==> src/hdl/aob_pkg.sv <==
// ----------------------------------------------------------------------------
// aob_pkg: shared types and constants of the alpha over blend unit
// fixed point alpha terms use 16 fractional bits, 1.0 = 65536
// ----------------------------------------------------------------------------
package aob_pkg;

  localparam int unsigned NumStages = 12;
  localparam int unsigned CovStages = 6;   // stages inside aob_alpha
  localparam int unsigned DivSteps  = 4;   // divide stages, two quotient bits each

  localparam logic [16:0] OneQ16 = 17'd65536;

  // reciprocal of 65025 scaled by 2^48, exact for dividends below 2^32
  localparam logic [32:0] RecipOpq = 33'(((64'd1 << 48) / 64'd65025) + 64'd1);
  localparam logic [15:0] RecipOpqHi = RecipOpq[32:17];
  localparam logic [16:0] RecipOpqLo = RecipOpq[16:0];
  // rounding offset of the source alpha scaling, already multiplied up
  localparam logic [65:0] OpqRoundTerm = 66'(RecipOpq) * 66'd32512;

  // reciprocal of 255 scaled by 2^32, exact for dividends below 2^24
  localparam logic [24:0] Recip255 = 25'(((64'd1 << 32) / 64'd255) + 64'd1);

  typedef struct packed {
    logic [2:0][7:0] src;  // red, green, blue from index 0
    logic [2:0][7:0] dst;
  } rgb_pair_t;

  typedef struct packed {
    logic [16:0] s;
    logic [16:0] d;
    logic [16:0] c;
    logic [7:0]  alpha;
  } cov_t;

endpackage

==> src/hdl/aob_alpha.sv <==
// ----------------------------------------------------------------------------
// aob_alpha: coverage pipeline
// scaled source alpha, destination weight, combined coverage and out alpha
// ----------------------------------------------------------------------------
module aob_alpha import aob_pkg::*; (
  input  logic                 clk_i,
  input  logic [NumStages-1:0] en_i,
  input  logic [7:0]           opacity_i,
  input  logic [7:0]           src_alpha_i,
  input  logic [7:0]           dst_alpha_i,
  input  rgb_pair_t            rgb_i,
  output cov_t                 cov_o,
  output rgb_pair_t            rgb_o
);

  rgb_pair_t   rgb_q [CovStages];
  logic [7:0]  da_q  [CovStages-1];
  logic [15:0] p_q;
  logic [31:0] ph_q;
  logic [32:0] pl_q;
  logic [16:0] s2_q, s3_q, s4_q;
  logic [23:0] t_q;
  logic [16:0] d_q;
  cov_t        cov_q;

  logic [65:0] sum_w;
  logic [24:0] t_w;
  logic [48:0] u_w;
  logic [16:0] c_w;
  logic [24:0] a_w;

  assign sum_w = ((66'({ph_q, 17'd0}) + 66'(pl_q)) << 16) + OpqRoundTerm;
  assign t_w   = 25'(OneQ16 - s3_q) * 25'(da_q[3]);
  assign u_w   = 49'(25'(t_q) + 25'd127) * 49'(Recip255);
  assign c_w   = cov_q.s + d_q;
  assign a_w   = 25'(c_w) * 25'd255 + 25'd32768;

  always_ff @(posedge clk_i) begin
    if (en_i[0]) begin
      p_q      <= src_alpha_i * opacity_i;
      rgb_q[0] <= rgb_i;
      da_q[0]  <= dst_alpha_i;
    end
    if (en_i[1]) begin
      ph_q     <= p_q * RecipOpqHi;
      pl_q     <= 33'(p_q) * 33'(RecipOpqLo);
      rgb_q[1] <= rgb_q[0];
      da_q[1]  <= da_q[0];
    end
    if (en_i[2]) begin
      s2_q     <= sum_w[64:48];
      rgb_q[2] <= rgb_q[1];
      da_q[2]  <= da_q[1];
    end
    if (en_i[3]) begin
      s3_q     <= s2_q;
      rgb_q[3] <= rgb_q[2];
      da_q[3]  <= da_q[2];
    end
    if (en_i[4]) begin
      t_q      <= t_w[23:0];
      s4_q     <= s3_q;
      rgb_q[4] <= rgb_q[3];
    end
    if (en_i[5]) begin
      d_q      <= u_w[48:32];
      rgb_q[5] <= rgb_q[4];
    end
  end

  // coverage word out of the last stage
  always_ff @(posedge clk_i) begin
    if (en_i[CovStages-1]) begin
      cov_q.s     <= s4_q;
      cov_q.d     <= u_w[48:32];
      cov_q.c     <= '0;
      cov_q.alpha <= '0;
    end
  end

  // c and alpha are combinational, formed from the registered s and d
  cov_t cov_w;
  always_comb begin
    cov_w       = cov_q;
    cov_w.d     = d_q;
    cov_w.c     = c_w;
    cov_w.alpha = a_w[23:16];
  end

  assign cov_o = cov_w;
  assign rgb_o = rgb_q[5];

endmodule

==> config.mk <==
export PLATFORM = sky130hd
export DESIGN_NAME = aob_alpha
export DESIGN_NICKNAME = d
export VERILOG_FILES = /design/src/hdl/aob_pkg.sv /design/src/hdl/aob_alpha.sv
export SDC_FILE = /design/constraint.sdc
export NUM_CORES = 2
export LEC_CHECK = 0
export BUFFER_PORTS_ARGS = -buffer_cell sky130_fd_sc_hd__clkbuf_2
export CELL_PAD_IN_SITES_DETAIL_PLACEMENT = 1
export CELL_PAD_IN_SITES_GLOBAL_PLACEMENT = 2
export CORE_MARGIN = 4
export CORE_UTILIZATION = 30
export CTS_BUF_LIST = sky130_fd_sc_hd__clkbuf_4
export CTS_CLUSTER_DIAMETER = 40
export DETAILED_ROUTE_END_ITERATION = 12
export PLACE_DENSITY_LB_ADDON = 0.1
export SYNTH_ARGS = -nofsm -noshare
export SYNTH_HDL_FRONTEND = slang
export SYNTH_SLANG_ARGS = --single-unit
==> constraint.sdc <==
create_clock -name clk_i -period 16.4 [get_ports clk_i]
set_input_delay 1.64 -clock clk_i [delete_from_list [all_inputs] [get_ports clk_i]]
set_output_delay 1.64 -clock clk_i [all_outputs]
set_load 0.03 [all_outputs]
* Yosys cells after proc, flatten, opt, wreduce, memory -nomap -nowiden
Memories as Yosys holds them, arrays and structs flattened. Cells that the tools add are included. Widths: inputs -> output; s select.
Word-level totals: bits in registers 189, memory bits (writable) 328, bits of input ports 85, word-level logic and storage cells 35, memories kept 2
Cells by class: add/subtract/negate cells 6, multiply operators 6, multiplexer cells 12
Memories:
- rgb_q | words 6, width 48, read ports 6, clocked after memory_dff 0, wr ports 6, line aob_alpha.sv:16 | rgb_pair_t rgb_q [CovStages];
- da_q | words 5, width 8, read ports 4, clocked after memory_dff 0, wr ports 4, line aob_alpha.sv:17 | logic [7:0] da_q [CovStages-1];
Operators by type and width (count):
- $add 65x47->65 const B | 1
- $mul 16x16->32 const B | 2
- $add 49x33->49 | 1
- $mul 25x24->48 const B | 1
- $add 24x7->25 const B | 1
- $add 24x16->24 const B | 1
- $mul 17x8->24 const B | 1
- $mul 18x9->24 | 1
- $sub 17x17->18 const A | 1
- $add 17x17->17 | 1
- $mul 8x8->16 | 1
- $mux 1 | 12

* Logic depth before layout (Yosys ltp)
word-level depth 3, mapped depth 33

* Worst setup path before layout
No wires, ideal clock.
kind flip-flop to output port, start point register cov_q, in the netlist cov_o[42], end point output cov_o[4] (netlist bit), arrival 7.926 ns, path slack 6.834 ns, stages on the path, launching flop included 27, path buffers 0, cell sequence edfxtp_1 -> ha_1 -> inv_1 -> fa_1 -> nor2b_1 -> o21ai_0 -> a21boi_1 -> o21ai_0 -> a21boi_1 -> o21ai_0 -> a21o_1 -> a21oi_1 -> a211o_1 -> a21oi_1 -> xnor2_1 -> ha_1 -> xnor2_1 -> ha_1 -> inv_1 -> fa_1 -> fa_1 -> inv_1 -> ha_1 -> or2_2 -> a21oi_1 -> a211oi_1 -> a2111oi_0
RTL lines:
- start: declaration | line aob_alpha.sv:24 | cov_t cov_q;
- end: declaration | line aob_alpha.sv:12 | output cov_t cov_o,

==> impl_metrics.env <==
export IMPL_synth_area_leaders="edfxtp_1 44%, ha_1 18%, fa_1 13%, inv_1 4.5%, xnor2_1 3.8%"
export IMPL_synth_flop_cell="edfxtp_1"
export IMPL_layout_commonest_cell="edfxtp_1"
export IMPL_worstSetupEndpointType="output port"
export IMPL_arrival_ns=9.06
export IMPL_die_area_sq_um=121000
export IMPL_place_inst=4458
export IMPL_clock_tree_buffer_depth=3
export IMPL_cts_tree="built"
export IMPL_whs_ns=0.368
export IMPL_die_width_um=348
export IMPL_grt_use_total=0.141
export IMPL_reg2reg_slack_ns=9.22
export IMPL_maxSlewViolCount=0
export IMPL_grt_pass1_wl_mm=135
export IMPL_path_class="register to output port"
export IMPL_setup_viol=0
export IMPL_min_path_type="register to register"
export IMPL_clkLatencyLatePin_ns=0.98
export IMPL_synth_edff_count=508
export IMPL_cpMostUsedCell="inv_1"
export IMPL_max_freq_mhz=93.4
export IMPL_vias=21200
export IMPL_antenna_found_initial=7
export IMPL_min_period_ns=10.70
export IMPL_cp_slowest_stage_delay_ns=0.64
export IMPL_yosys_warnings=0
export IMPL_post_cts_buffers=0
export IMPL_core_region_area_sq_um=115000
export IMPL_synth_seq_cells=508
export IMPL_synth_cell_types=66
export IMPL_syn_area_per_cell_sq_um=12.5
export IMPL_grt_overflow=0
export IMPL_die_y_um=348
export IMPL_routed_via_density=4.49
export IMPL_routedWlPerCell_um=17.6
export IMPL_hold_viol=0
export IMPL_worst_ep_required_time_ns=14.76
export IMPL_cts_root_buf="clkbuf_4"
export IMPL_tightest_slew_ns=1.17
export IMPL_syn_instance_count=2770
export IMPL_portBuffers=185
export IMPL_setup_tns_ns=0
export IMPL_dr_first_iter_drc_count=764
export IMPL_start_kind="register"
export IMPL_cts_resized=0
export IMPL_cpMaxStageDelayCell="xnor2_1"
export IMPL_dp_hpwl_mm=66.1
export IMPL_yosysSeqAreaShare=0.440
export IMPL_firstDrtPassIters=4
export IMPL_gp_congestion=0.766
export IMPL_synth_area_sq_um=34700
export IMPL_grt_max_degree=79
export IMPL_clk_pin_slew_ns=0.06
export IMPL_async_flop_share=0
export IMPL_hold_buffers=0
export IMPL_rsz0062_at_grt="false"
export IMPL_cts_sinks=508
export IMPL_max_slew_margin=0.221
export IMPL_synth_top_area_cell="edfxtp_1"
export IMPL_crit_fanout=7
export IMPL_outcome="completed"
export IMPL_h_tree_depth=4
export IMPL_cap_viol_max_count=0
export IMPL_area_growth_pct=13.4
export IMPL_start_util=0.303
export IMPL_skew_ns=0.0752
export IMPL_cts_buffers=143
export IMPL_nNetsFinal=3913
export IMPL_fin_cells=4706
export IMPL_wl_mm=82.7
export IMPL_synth_fp_nets=3592
export IMPL_drive_gt1_frac=0.140
export IMPL_period_share=0.653
export IMPL_first_global_vias=24400
export IMPL_synth_top_area_frac=0.440
export IMPL_antenna_left=0
export IMPL_io_pins=192
export IMPL_rows=124
export IMPL_drc=0
export IMPL_layout_common_cells="508 x edfxtp_1, 505 x ha_1, 412 x inv_1, 232 x fa_1, 201 x clkbuf_4"
-- path summary, 6_finish.rpt --
path,start,end,cells past startpoint
max,cov_o[42],cov_o[7],34
max reg2reg,s3_q[0],t_q[23],23
min reg2reg,s4_q[13],cov_o[55],0
min,s4_q[13],cov_o[55],0
-- sequential cells by signal, indices dropped and copies added (netlist names) --
register / flops
s2_q: 17
s3_q: 17
d_q: 17
pl_q: 31
p_q: 16
da_q: 32
cov_o: 17
s4_q: 17
rgb_q: 288
ph_q: 32
t_q: 24
-- metrics by stage --
step	setup WS, ns	util	instance area (sq um)
2_1_floorplan	6.83	-	34700
3_3_place_gp	6.71	0.327	37500
3_5_place_dp	6.64	0.327	37500
4_1_cts	5.46	0.343	39300
5_1_grt	4.74	0.343	39300
6_report	5.70	0.343	39300
-- cells in the mapped netlist (all sizes together), types with 4 or more instances --
library cell	number
edfxtp	508
ha	505
inv	412
fa	232
nand2	164
xnor2	152
and2	117
a21oi	94
nor2	90
o21ai	65
xor2	59
nor3	45
a21o	38
nand3	31
and3	22
nor2b	18
a211oi	17
nand2b	17
clkbuf	16
o21bai	14
o21a	13
or2	13
or3	12
a21boi	10
o211ai	10
a31oi	9
nor4	9
nand4	8
a2111oi	6
nor3b	5
o22ai	5
a211o	4
a41oi	4
and4	4
o31ai	4
-- per-layer routing --
layer | global-route usage | vias to the layer above | wire, um
met5 | 0 | - | 13
met4 | 0.0465 | 2 | 2150
met3 | 0.0249 | 125 | 2400
met2 | 0.260 | 251 | 43400
met1 | 0.166 | 10500 | 34700
li1 | - | 10300 | -
-- cells by family after synthesis --
logic type | after synthesis | synth area share
AND/OR/NAND/NOR | 566 | 0.0825
multiplexers | 2 | 0.000578
XOR/XNOR | 211 | 0.0533
adder cells (fa/ha/maj) | 738 | 0.317
flip-flops | 508 | 0.440
buffers and inverters | 430 | 0.0468
AO/OA/AOI/OAI | 315 | 0.0599
-- layout make-up --
type	instances	area, sq um
timing repair buffer	194	1010
tap	1512	1890
fill	12500	75200
clock buffer	201	1510
multi-input combinational	1832	17800
sequential	508	15300
inverter	412	1550
antenna	6	15.0
clock inverter	41	310
-- worst max-delay path, delay by kind of cell (launching register included) --
kind	cells	cell delay (ns)
compound gates	14	2.93
fa+ha+maj	7	2.83
xor+xnor	3	1.02
buf+inv	7	0.63
flops	1	0.36
simple gates	3	0.34
Power is not shown: default switching activity piles up to over one toggle a cycle in this logic, so the estimate is an artifact.
