<file path="config.mk">
export PLATFORM = sky130hd
export DESIGN_NAME = aob_div
export DESIGN_NICKNAME = d
export VERILOG_FILES = /design/src/hdl/aob_pkg.sv /design/src/hdl/aob_div.sv
export SDC_FILE = /design/constraint.sdc
export NUM_CORES = 1
export LEC_CHECK = 0
export ABC_AREA = 1
export ABC_CLOCK_PERIOD_IN_PS = 6620
export BUFFER_PORTS_ARGS = -buffer_cell sky130_fd_sc_hd__buf_2
export CAP_MARGIN = 20
export CELL_PAD_IN_SITES_DETAIL_PLACEMENT = 1
export CELL_PAD_IN_SITES_GLOBAL_PLACEMENT = 1
export CORE_ASPECT_RATIO = 0.9
export CORE_MARGIN = 4
export CORE_UTILIZATION = 40
export DETAILED_ROUTE_END_ITERATION = 10
export GPL_TIMING_DRIVEN = 0
export PLACE_DENSITY_LB_ADDON = 0.1
export SYNTH_ARGS = -nofsm -noshare
export SYNTH_HDL_FRONTEND = slang
export SYNTH_SLANG_ARGS = --single-unit
</file>
<file path="constraint.sdc">
create_clock -name clk_i -period 6.62 [get_ports clk_i]
set_input_delay 0.331 -clock clk_i [delete_from_list [all_inputs] [get_ports clk_i]]
set_output_delay 0.331 -clock clk_i [all_outputs]
set_load 0.005 [all_outputs]
</file>
<file path="src/hdl/aob_pkg.sv">
// ----------------------------------------------------------------------------
// aob_pkg: shared types and constants of the alpha over blend unit
// fixed point alpha terms use 16 fractional bits, 1.0 = 65536
// ----------------------------------------------------------------------------
package aob_pkg;

  localparam int unsigned NumStages = 12;
  localparam int unsigned CovStages = 6;   // stages inside aob_alpha
  localparam int unsigned DivSteps  = 4;   // divide stages, two quotient bits each

  localparam logic [16:0] OneQ16 = 17'd65536;

  // reciprocal of 65025 scaled by 2^48, exact for dividends below 2^32
  localparam logic [32:0] RecipOpq = 33'(((64'd1 << 48) / 64'd65025) + 64'd1);
  localparam logic [15:0] RecipOpqHi = RecipOpq[32:17];
  localparam logic [16:0] RecipOpqLo = RecipOpq[16:0];
  // rounding offset of the source alpha scaling, already multiplied up
  localparam logic [65:0] OpqRoundTerm = 66'(RecipOpq) * 66'd32512;

  // reciprocal of 255 scaled by 2^32, exact for dividends below 2^24
  localparam logic [24:0] Recip255 = 25'(((64'd1 << 32) / 64'd255) + 64'd1);

  typedef struct packed {
    logic [2:0][7:0] src;  // red, green, blue from index 0
    logic [2:0][7:0] dst;
  } rgb_pair_t;

  typedef struct packed {
    logic [16:0] s;
    logic [16:0] d;
    logic [16:0] c;
    logic [7:0]  alpha;
  } cov_t;

endpackage

</file>
<file path="src/hdl/aob_div.sv">
// ----------------------------------------------------------------------------
// aob_div: one colour lane
// weighted sum of source and destination, then restoring divide by coverage
// ----------------------------------------------------------------------------
module aob_div import aob_pkg::*; (
  input  logic                 clk_i,
  input  logic [NumStages-1:0] en_i,
  input  logic [7:0]           cs_i,
  input  logic [7:0]           cd_i,
  input  logic [16:0]          s_i,
  input  logic [16:0]          d_i,
  input  logic [16:0]          c_i,
  output logic [7:0]           q_o
);

  localparam int unsigned Base = CovStages;

  logic [24:0] pd_q, ps_q;
  logic [16:0] c_q;
  logic [25:0] rem_q [DivSteps+1];
  logic [7:0]  quo_q [DivSteps+1];
  logic [17:0] den_q [DivSteps+1];
  logic [25:0] rem_d [DivSteps+1];
  logic [7:0]  quo_d [DivSteps+1];

  always_comb begin
    logic [25:0] r;
    logic [7:0]  q;
    logic [25:0] sh;
    int          i;
    rem_d[0] = 26'({1'b0, pd_q} + {1'b0, ps_q}) * 26'd2 + 26'(c_q);
    quo_d[0] = '0;
    for (int g = 0; g < DivSteps; g++) begin
      r = rem_q[g];
      q = quo_q[g];
      for (int b = 0; b < 2; b++) begin
        i  = 7 - 2 * g - b;
        sh = 26'(den_q[g]) << i;
        if (r >= sh) begin
          r       = r - sh;
          q[3'(i)] = 1'b1;
        end
      end
      rem_d[g+1] = r;
      // zero coverage gives black
      quo_d[g+1] = (g == DivSteps - 1 && den_q[g] == '0) ? 8'd0 : q;
    end
  end

  always_ff @(posedge clk_i) begin
    if (en_i[Base]) begin
      pd_q <= 25'(cd_i) * 25'(d_i);
      ps_q <= 25'(cs_i) * 25'(s_i);
      c_q  <= c_i;
    end
    if (en_i[Base+1]) begin
      rem_q[0] <= rem_d[0];
      quo_q[0] <= quo_d[0];
      den_q[0] <= {c_q, 1'b0};
    end
    for (int g = 0; g < DivSteps; g++) begin
      if (en_i[Base+2+g]) begin
        rem_q[g+1] <= rem_d[g+1];
        quo_q[g+1] <= quo_d[g+1];
        den_q[g+1] <= den_q[g];
      end
    end
  end

  assign q_o = quo_q[DivSteps];

endmodule

</file>
# Yosys cells after proc, flatten, opt, wreduce, memory -nomap -nowiden
# Memory sizes are Yosys's and may differ from the RTL's.
# Index checks and enable logic that the tools add are counted.
# word_totals
regBits,67
ram_bits,260
out_inout_bits,8
wordCells,50
mem_count,3
# mem_list
name,words,word_bits,rd,rd_ports_with_merged_regs,wr,line,rtl
rem_q,5,26,4,0,5,aob_div.sv:20,logic [25:0] rem_q [DivSteps+1];
den_q,5,18,4,0,5,aob_div.sv:22,logic [17:0] den_q [DivSteps+1];
quo_q,5,8,5,0,5,aob_div.sv:21,logic [7:0] quo_q [DivSteps+1];
# op_classes
n_addsub,10
n_mul,2
n_lt_le_gt_ge,8
muxes,23
n_reduce_logical,1
# op_table
op,count
two-way mux 26 bit,8
multiplier 8 x 17 -> 25 bit,2
adder 26 x 17 -> 26 bit,1
>= comparator 26 x 18 -> 1 bit,1
>= comparator 26 x 19 -> 1 bit,1
>= comparator 26 x 20 -> 1 bit,1
>= comparator 26 x 21 -> 1 bit,1
>= comparator 26 x 22 -> 1 bit,1
>= comparator 26 x 23 -> 1 bit,1
>= comparator 26 x 24 -> 1 bit,1
>= comparator 26 x 25 -> 1 bit,1
subtractor 26 x 18 -> 26 bit,1
subtractor 26 x 19 -> 26 bit,1
subtractor 26 x 20 -> 26 bit,1
subtractor 26 x 21 -> 26 bit,1
subtractor 26 x 22 -> 26 bit,1
subtractor 26 x 23 -> 26 bit,1
subtractor 26 x 24 -> 26 bit,1
subtractor 26 x 25 -> 26 bit,1
adder 25 bit,1
logical NOT 18 bit,1
two-way mux 1 bit,14
two-way mux 8 bit,1

# Logic depth before layout (Yosys ltp)
# Gate-level depths: netlist of the first run.
# An unclocked memory read counts as a cell.
# logic_depth
word_depth,6
ltp_mapped,31
ltp_nobuf,29

# Worst setup path before layout of the first run
# Ideal clock, no wire load.
# synth_timing
kind,input to register
start,input port cs_i[2]
end,"register ps_q[18], data pin"
setup_time_ns,0.252
arrival_ns,4.659
t_required_ns,6.368
path_slack_ns,1.708
stages,20
n_path_buf,2
path_cell_list,clkbuf_1 > clkbuf_1 > nand2_1 > fa_1 > fa_1 > inv_1 > fa_1 > inv_1 > fa_1 > inv_1 > ha_1 > nand2_1 > o21ai_0 > nor2_1 > o21bai_1 > a21oi_1 > o21ai_0 > nand4_1 > nand3_1 > nand2_1
# synth_between
elab_chain_len,1
# synth_lines
item,line,rtl
start: declaration,aob_div.sv:8,"input logic [7:0] cs_i,"
multiplier 8 x 17 -> 25 bit,aob_div.sv:53,ps_q <= 25'(cs_i) * 25'(s_i);
end signal: assignment,aob_div.sv:53,
end: declaration,aob_div.sv:18,"logic [24:0] pd_q, ps_q;"
# No other way between the ends.
# A chain may end at the register's enable or synchronous reset.

==> impl_metrics.yaml, run 1 <==
clocking:
  post-cts-setup-buffer-count: 0
  h-tree-depth: 1
  numCtsBuffers: 29
  cts.reportedPaths.clkPinSlew_ns: 0.06
  root_buffer: "clkbuf_16"
  clock_path_buffers: 3
  cts_tree: "done"
  clk_latency_ns: 0.58
  cts.sinks: 241
floorplanning:
  die_h_um: 258
  rows: 91
  io_pins: 88
  start_util_pct: 40.5
  fp.dieW_um: 286
  core_um2: 68800
  fp.dieArea_um2: 73900
global_route:
  grt_pass1_wl_mm: 133
  grt_max_degree: 68
  grt_use_met1_pct: 31.7
  top_usage_layer: "met2"
  antenna_found_initial: 3
  grt_pass1_vias: 24506
  use_met3_pct: 1.66
  met2_usage_pct: 38.9
  track_usage_pct: 22.5
  overflow: 0
timing:
  worst_slew_pin_slew_ns: 1.05
  finalSetupViolCount: 0
  tns_ns: 0
  fin_crit_sh_pct: 83.8
  hold_viol: 0
  holdWs_ns: 0.0359
  slew_headroom_pct: 29.8
  period_needed_ns: 5.55
  slew_violations: 0
  rsz0062_at_grt: "false"
  fmax_ghz: 0.180
  clock_skew_ns: 0.0241
routing:
  vias: 23570
  ant_nets: 0
  drtIter0Drc: 1251
  drt_wl_total_mm: 83.7
  drcViolationCount: 0
  drt_pass1_iterations: 4
  wire_per_inst_um: 17.8
  vias_per_cell: 5.02
logic_synthesis:
  synth_edf_count: 241
  synth_flop_cell: "edfxtp_1"
  synth_async_sr_flop_share_pct: 0
  synth_commonest_cells: "1070 x nand2_1, 677 x inv_1, 265 x ha_1"
  synth_top_area_cell: "edfxtp_1"
  synth_top_area_share_pct: 26.0
  syn_area_um2: 27800
  syn_area_per_cell_um2: 7.59
  netlist_instances: 3669
  synth_most_common_cell: "nand2_1"
  yosysUniqueCellTypes: 56
  ys_seq_area_share_pct: 26.0
  synth.area.top_cells: "edfxtp_1 26%, nand2_1 14%, fa_1 14%, ha_1 12%, inv_1 9.1%"
  yosys_warnings: 0
  ys_ff_latch: 241
flow_run:
  drv_cap: 0
setup_path:
  cpPeakStageDelay_ns: 0.45
  crit_fanout: 10
  crit_buf_inv: 7
  crit_path_start_kind: "flop"
  worst_ep_required_time_ns: 6.92
  worst-setup-path-type: "flop to flop"
  cpMostUsedCell: "nand2_1"
  arrival_ns: 5.85
  end_kind: "flop"
  cp_top_family: "simple AND/OR/NAND/NOR gates"
  cp_slowest_cell: "edfxtp_1"
finish:
  finalNonFillerCells: 4697
  diodes: 0
  drive_above_1_share_pct: 3.85
  nFillCells: 8658
  nNetsFinal: 4281
  area_growth_pct: 8.74
placement:
  portBuffers: 27
  dp.final_hpwl_mm: 70.9
  place_congestion: 0.867
  dpl.cell_count: 4629
status:
  status: "complete, no violations"
worst_hold_path:
  hold_path.class: "input pin to flop"
## per-stage QoR
step,worst slack (ns),cell area [um^2],util (%)
final,1.07,30300,44.0
after global routing,0.497,30300,44.0
after CTS,1.07,30300,44.0
after detailed placement,0.729,29200,42.4
after global placement,0.770,29200,42.4
after floorplan,1.71,27900,-
## final cells by class
class / count / area [um^2] / area share, %
buffer: 95 / 438 / 1.45
clock buffer: 32 / 737 / 2.43
clock inverter: 19 / 215 / 0.711
inverter: 679 / 2550 / 8.42
multi-input combinational: 2657 / 17600 / 58.2
sequential: 241 / 7240 / 23.9
tap: 930 / 1160 / 3.84
timing repair buffer: 44 / 308 / 1.02
## path summary, 6_finish.rpt
kind,start,end,slack [ns],depth (start not counted)
worst max-delay path,rem_q[0][52],rem_q[0][103],1.07,28
worst min-delay path,en_i[11],quo_q[0][34],0.04,1
worst max register to register,rem_q[0][52],rem_q[0][103],1.07,28
worst min register to register,c_q[0],rem_q[0][0],0.43,0
## routing by layer
metal | share of wire, % | routed length, um | vias to the layer above
li1 | - | - | 11803
met1 | 49 | 40600 | 11449
met2 | 47 | 39700 | 257
met3 | 2.6 | 2200 | 61
met4 | 1.5 | 1230 | 0
met5 | 0 | 0 | -
## cell usage in the layout (no fill, tap or decap), types with 17 or more instances in the layout
| cell type | instances |
|---|---|
| inv_1 | 677 |
| nand4_1 | 54 |
| fa_1 | 189 |
| nand2_1 | 1070 |
| nor3_1 | 30 |
| clkbuf_16 | 29 |
| nor2_1 | 196 |
| xnor2_1 | 73 |
| clkbuf_1 | 71 |
| nand3_1 | 137 |
| a21oi_1 | 229 |
| o21ai_0 | 153 |
| buf_2 | 35 |
| dlygate4sd3_1 | 17 |
| o21bai_1 | 25 |
| edfxtp_1 | 241 |
| xor2_1 | 101 |
| ha_1 | 265 |
## repair_timing
action / 4_1_cts / 5_1_grt
hold endpoints to repair: 17 / 0
hold buffers: 17 / 0
gates resized for setup: 0 / 0
## worst register-to-register path: cells and delay by family, from the launching register on
kind	cells	cell delay [ns]
AOI/OAI and AO/OA	4	0.64
adders and majority gates	3	0.94
buffers and inverters	7	1.28
DFF	1	0.45
and+or+nand+nor	14	1.96
## logic make-up after synthesis
group                      after synthesis  share of synthesized area, %
and+or+nand+nor                       1561                          23.2
buffers and inverters                  774                          10.7
adders and majority gates              454                          25.5
AOI/OAI and AO/OA                      463                          9.07
other                                    1                        0.0135
xor gates and xnor gates               174                          5.47
DFF                                    241                          26.0
muxes                                    1                        0.0359
## sequential cells by signal, summed over array words and instances (netlist names)
name and flops:
rem_q 104, den_q 64, c_q 17, ps_q 25
pd_q 25, quo_q 6
Power of run 1 is not shown: default switching activity piles up to over one toggle a cycle in this logic, so the estimate is an artifact.
==> inputs of run 2 (changes only) <==
Settings changed: ABC_AREA 1 to 0, ABC_CLOCK_PERIOD_IN_PS 6620 to 4700.
Clock period 6.62 ns to 4.7 ns, I/O delays scaled along.
==> run 2 against run 1 <==
Net effect:
- the run now ends with setup timing left
- non-clock buffer count up 189
- register-to-register slack worse by 1.9 ns
- worst setup slack worse by 1.9 ns
- wire length down 6.4%
- core utilization up 6.2 points
- die area down 7.8%
- final cell count down 18%
- first-iteration DRC count down 22%
- worst hold slack better by 0.091 ns
- highest routed layer unchanged
==> impl_metrics.yaml, run 2 <==
logic_synthesis:
  synth_top_family_by_area: "adder cells"
  synth_top_area_cell: "edfxtp_1"
  synth_commonest_cells: "317 x inv_1, 265 x ha_1, 241 x edfxtp_1"
  netlist_instances: 2656
  synth.area.top_cells: "edfxtp_1 28%, fa_1 15%, ha_1 13%, and2_1 4.9%, inv_1 4.6%"
  synthAdderAreaFrac_pct: 27.7
  yosys.area_share.simple_pct: 16.4
  synth_flop_cell: "edfxtp_1"
  syn_area_per_cell_um2: 9.64
  synth_edf_count: 241
  yosysUniqueCellTypes: 73
  synth_mux_area_share_pct: 2.55
  synth_async_sr_flop_share_pct: 0
  synth_compound_gate_area_share_pct: 13.5
  yosys_warnings: 0
  synth_most_common_cell: "inv_1"
  syn_area_um2: 25600
  yosys.area_share.xor_xnor_pct: 5.95
  ys_ff_latch: 241
  synth_top_area_share_pct: 28.3
  ys_seq_area_share_pct: 28.3
floorplanning:
  fp.dieArea_um2: 68100
  die_h_um: 248
  rows: 87
  start_util_pct: 40.6
  core_um2: 63000
  io_pins: 88
  fp.dieW_um: 275
clocking:
  clk_latency_ns: 0.59
  cts.sinks: 241
  cts_tree: "done"
  h-tree-depth: 1
  clock_path_buffers: 3
  cts.reportedPaths.clkPinSlew_ns: 0.06
  numCtsBuffers: 29
  root_buffer: "clkbuf_16"
routing:
  wire_per_inst_um: 20.4
  wl_met3_mm: 1.49
  vias: 20647
  drt_pass1_iterations: 4
  drtIter0Drc: 970
  drt-met1-wl_mm: 33.4
  topRoutingLayerUsed: "met4"
  vias_per_cell: 5.39
  met2_length_mm: 42.1
  ant_nets: 0
  drcViolationCount: 0
  drt_wl_total_mm: 78.3
finish:
  area_growth_pct: 23.7
  reg_top3: "rem_q (104), den_q (64)"
  drive_above_1_share_pct: 22.0
  largest_reg_flops: 104
  top_register: "rem_q"
  nNetsFinal: 3499
  final_cell_mix: "301 x inv_1, 241 x edfxtp_1, 230 x ha_1"
  layout.cells.most_common: "inv_1"
timing:
  period_needed_ns: 5.50
  layout_setup_ws_ns: -0.795
  worst_slew_pin_slew_ns: 0.998
  fin_crit_sh_pct: 117
  slew_violations: 0
  slew_headroom_pct: 33.5
  fmax_ghz: 0.182
  hold_viol: 0
  finalSetupViolCount: 65
  rsz0062_at_grt: "true"
  clock_skew_ns: 0.0473
placement:
  post-place-ws_ns: -1.80
  place_congestion: 0.880
  portBuffers: 75
  dp.final_hpwl_mm: 59.8
status:
  status: "finished with violations"
  failed_checks: "setup timing"
global_route:
  overflow: 0
  grt_pass1_wl_mm: 122
  grt_pass1_vias: 22537
  track_usage_pct: 22.5
  antenna_found_initial: 0
  grt_max_degree: 68
worst_hold_path:
  hold_path.class: "input pin to flop"
setup_path:
  worst-setup-path-type: "flop to flop"
  end_kind: "flop"
  regToRegSetupSlack_ns: -0.80
  arrival_ns: 5.83
  worst_ep_required_time_ns: 5.03
  crit_fanout: 6
  crit_path_start_kind: "flop"
flow_run:
  drv_cap: 0
==> run 2: final timing paths <==
check | from | to | depth (start not counted)
worst max-delay path | rem_q[0][57] | rem_q[0][91] | 22
worst min-delay path | cd_i[0] | pd_q[0] | 2
worst max register to register | rem_q[0][57] | rem_q[0][91] | 22
worst min register to register | c_q[0] | rem_q[0][0] | 0
==> run 2: layout make-up <==
cell class              instances  area [um^2]
fillers                      6966        31400
multi-input cells            2048        18500
flip-flops and latches        241         7240
repair buffers                284         2180
inverters                     317         1200
well taps                     845         1060
clock buffers                  33          741
plain buffers                  44          512
clock inverters                19          199
diodes                          1         2.50
==> run 2: cells by family after synthesis <==
group	count (synthesis)
adders and majority gates	454
buffers and inverters	370
and+or+nand+nor	819
xor gates and xnor gates	173
DFF	241
AOI/OAI and AO/OA	539
other	1
muxes	59
==> run 2: what timing repair did <==
item	4_1_cts	5_1_grt
gates resized for setup	253	138
endpoints found under the hold margin	21	0
gates cloned	6	0
setup buffers	142	53
pin swaps	98	92
hold buffers	18	0
endpoints found under the setup margin	77	81
==> run 2: worst max-delay path, stage by stage, from the launching register on <==
cell and delay [ns]:
edfxtp_1 0.47, buf_6 0.16, fa_2 0.42, a211oi_4 0.24, or3_4 0.19, a41oi_4 0.11, a21boi_2 0.24, a31o_4 0.31
inv_12 0.06, mux2_4 0.32, inv_4 0.06, ha_4 0.19, nor2b_4 0.12, o21a_1 0.23, o21ai_2 0.21, nor3b_4 0.26
o31ai_4 0.09, a221o_1 0.38, a211oi_4 0.31, o2111ai_4 0.18, buf_12 0.21, buf_12 0.14, mux2_4 0.31
==> run 2: through the flow <==
stage / TNS (ns) / std cells / hold WS, ns / util (%) / instance area (um^2)
after floorplan: -6.87 / 2659 / 0.334 / - / 25900
after global placement: -97.80 / 3579 / 0.412 / 43.4 / 27400
after detailed placement: -102.61 / 3579 / 0.409 / 43.4 / 27400
after CTS: -32.43 / 3791 / 0.118 / 48.9 / 30800
after global routing: -50.10 / 3831 / 0.136 / 50.2 / 31700
final: -36.78 / 3832 / 0.127 / 50.2 / 31700
==> run 2: routing by layer <==
layer / vias to the layer above / global-route usage, %
met4: 0 / 4.10
met5: - / 0
met2: 218 / 43.3
met1: 10498 / 27.7
li1: 9857 / -
met3: 74 / 1.81
Power of run 2 is left out for the same reason.
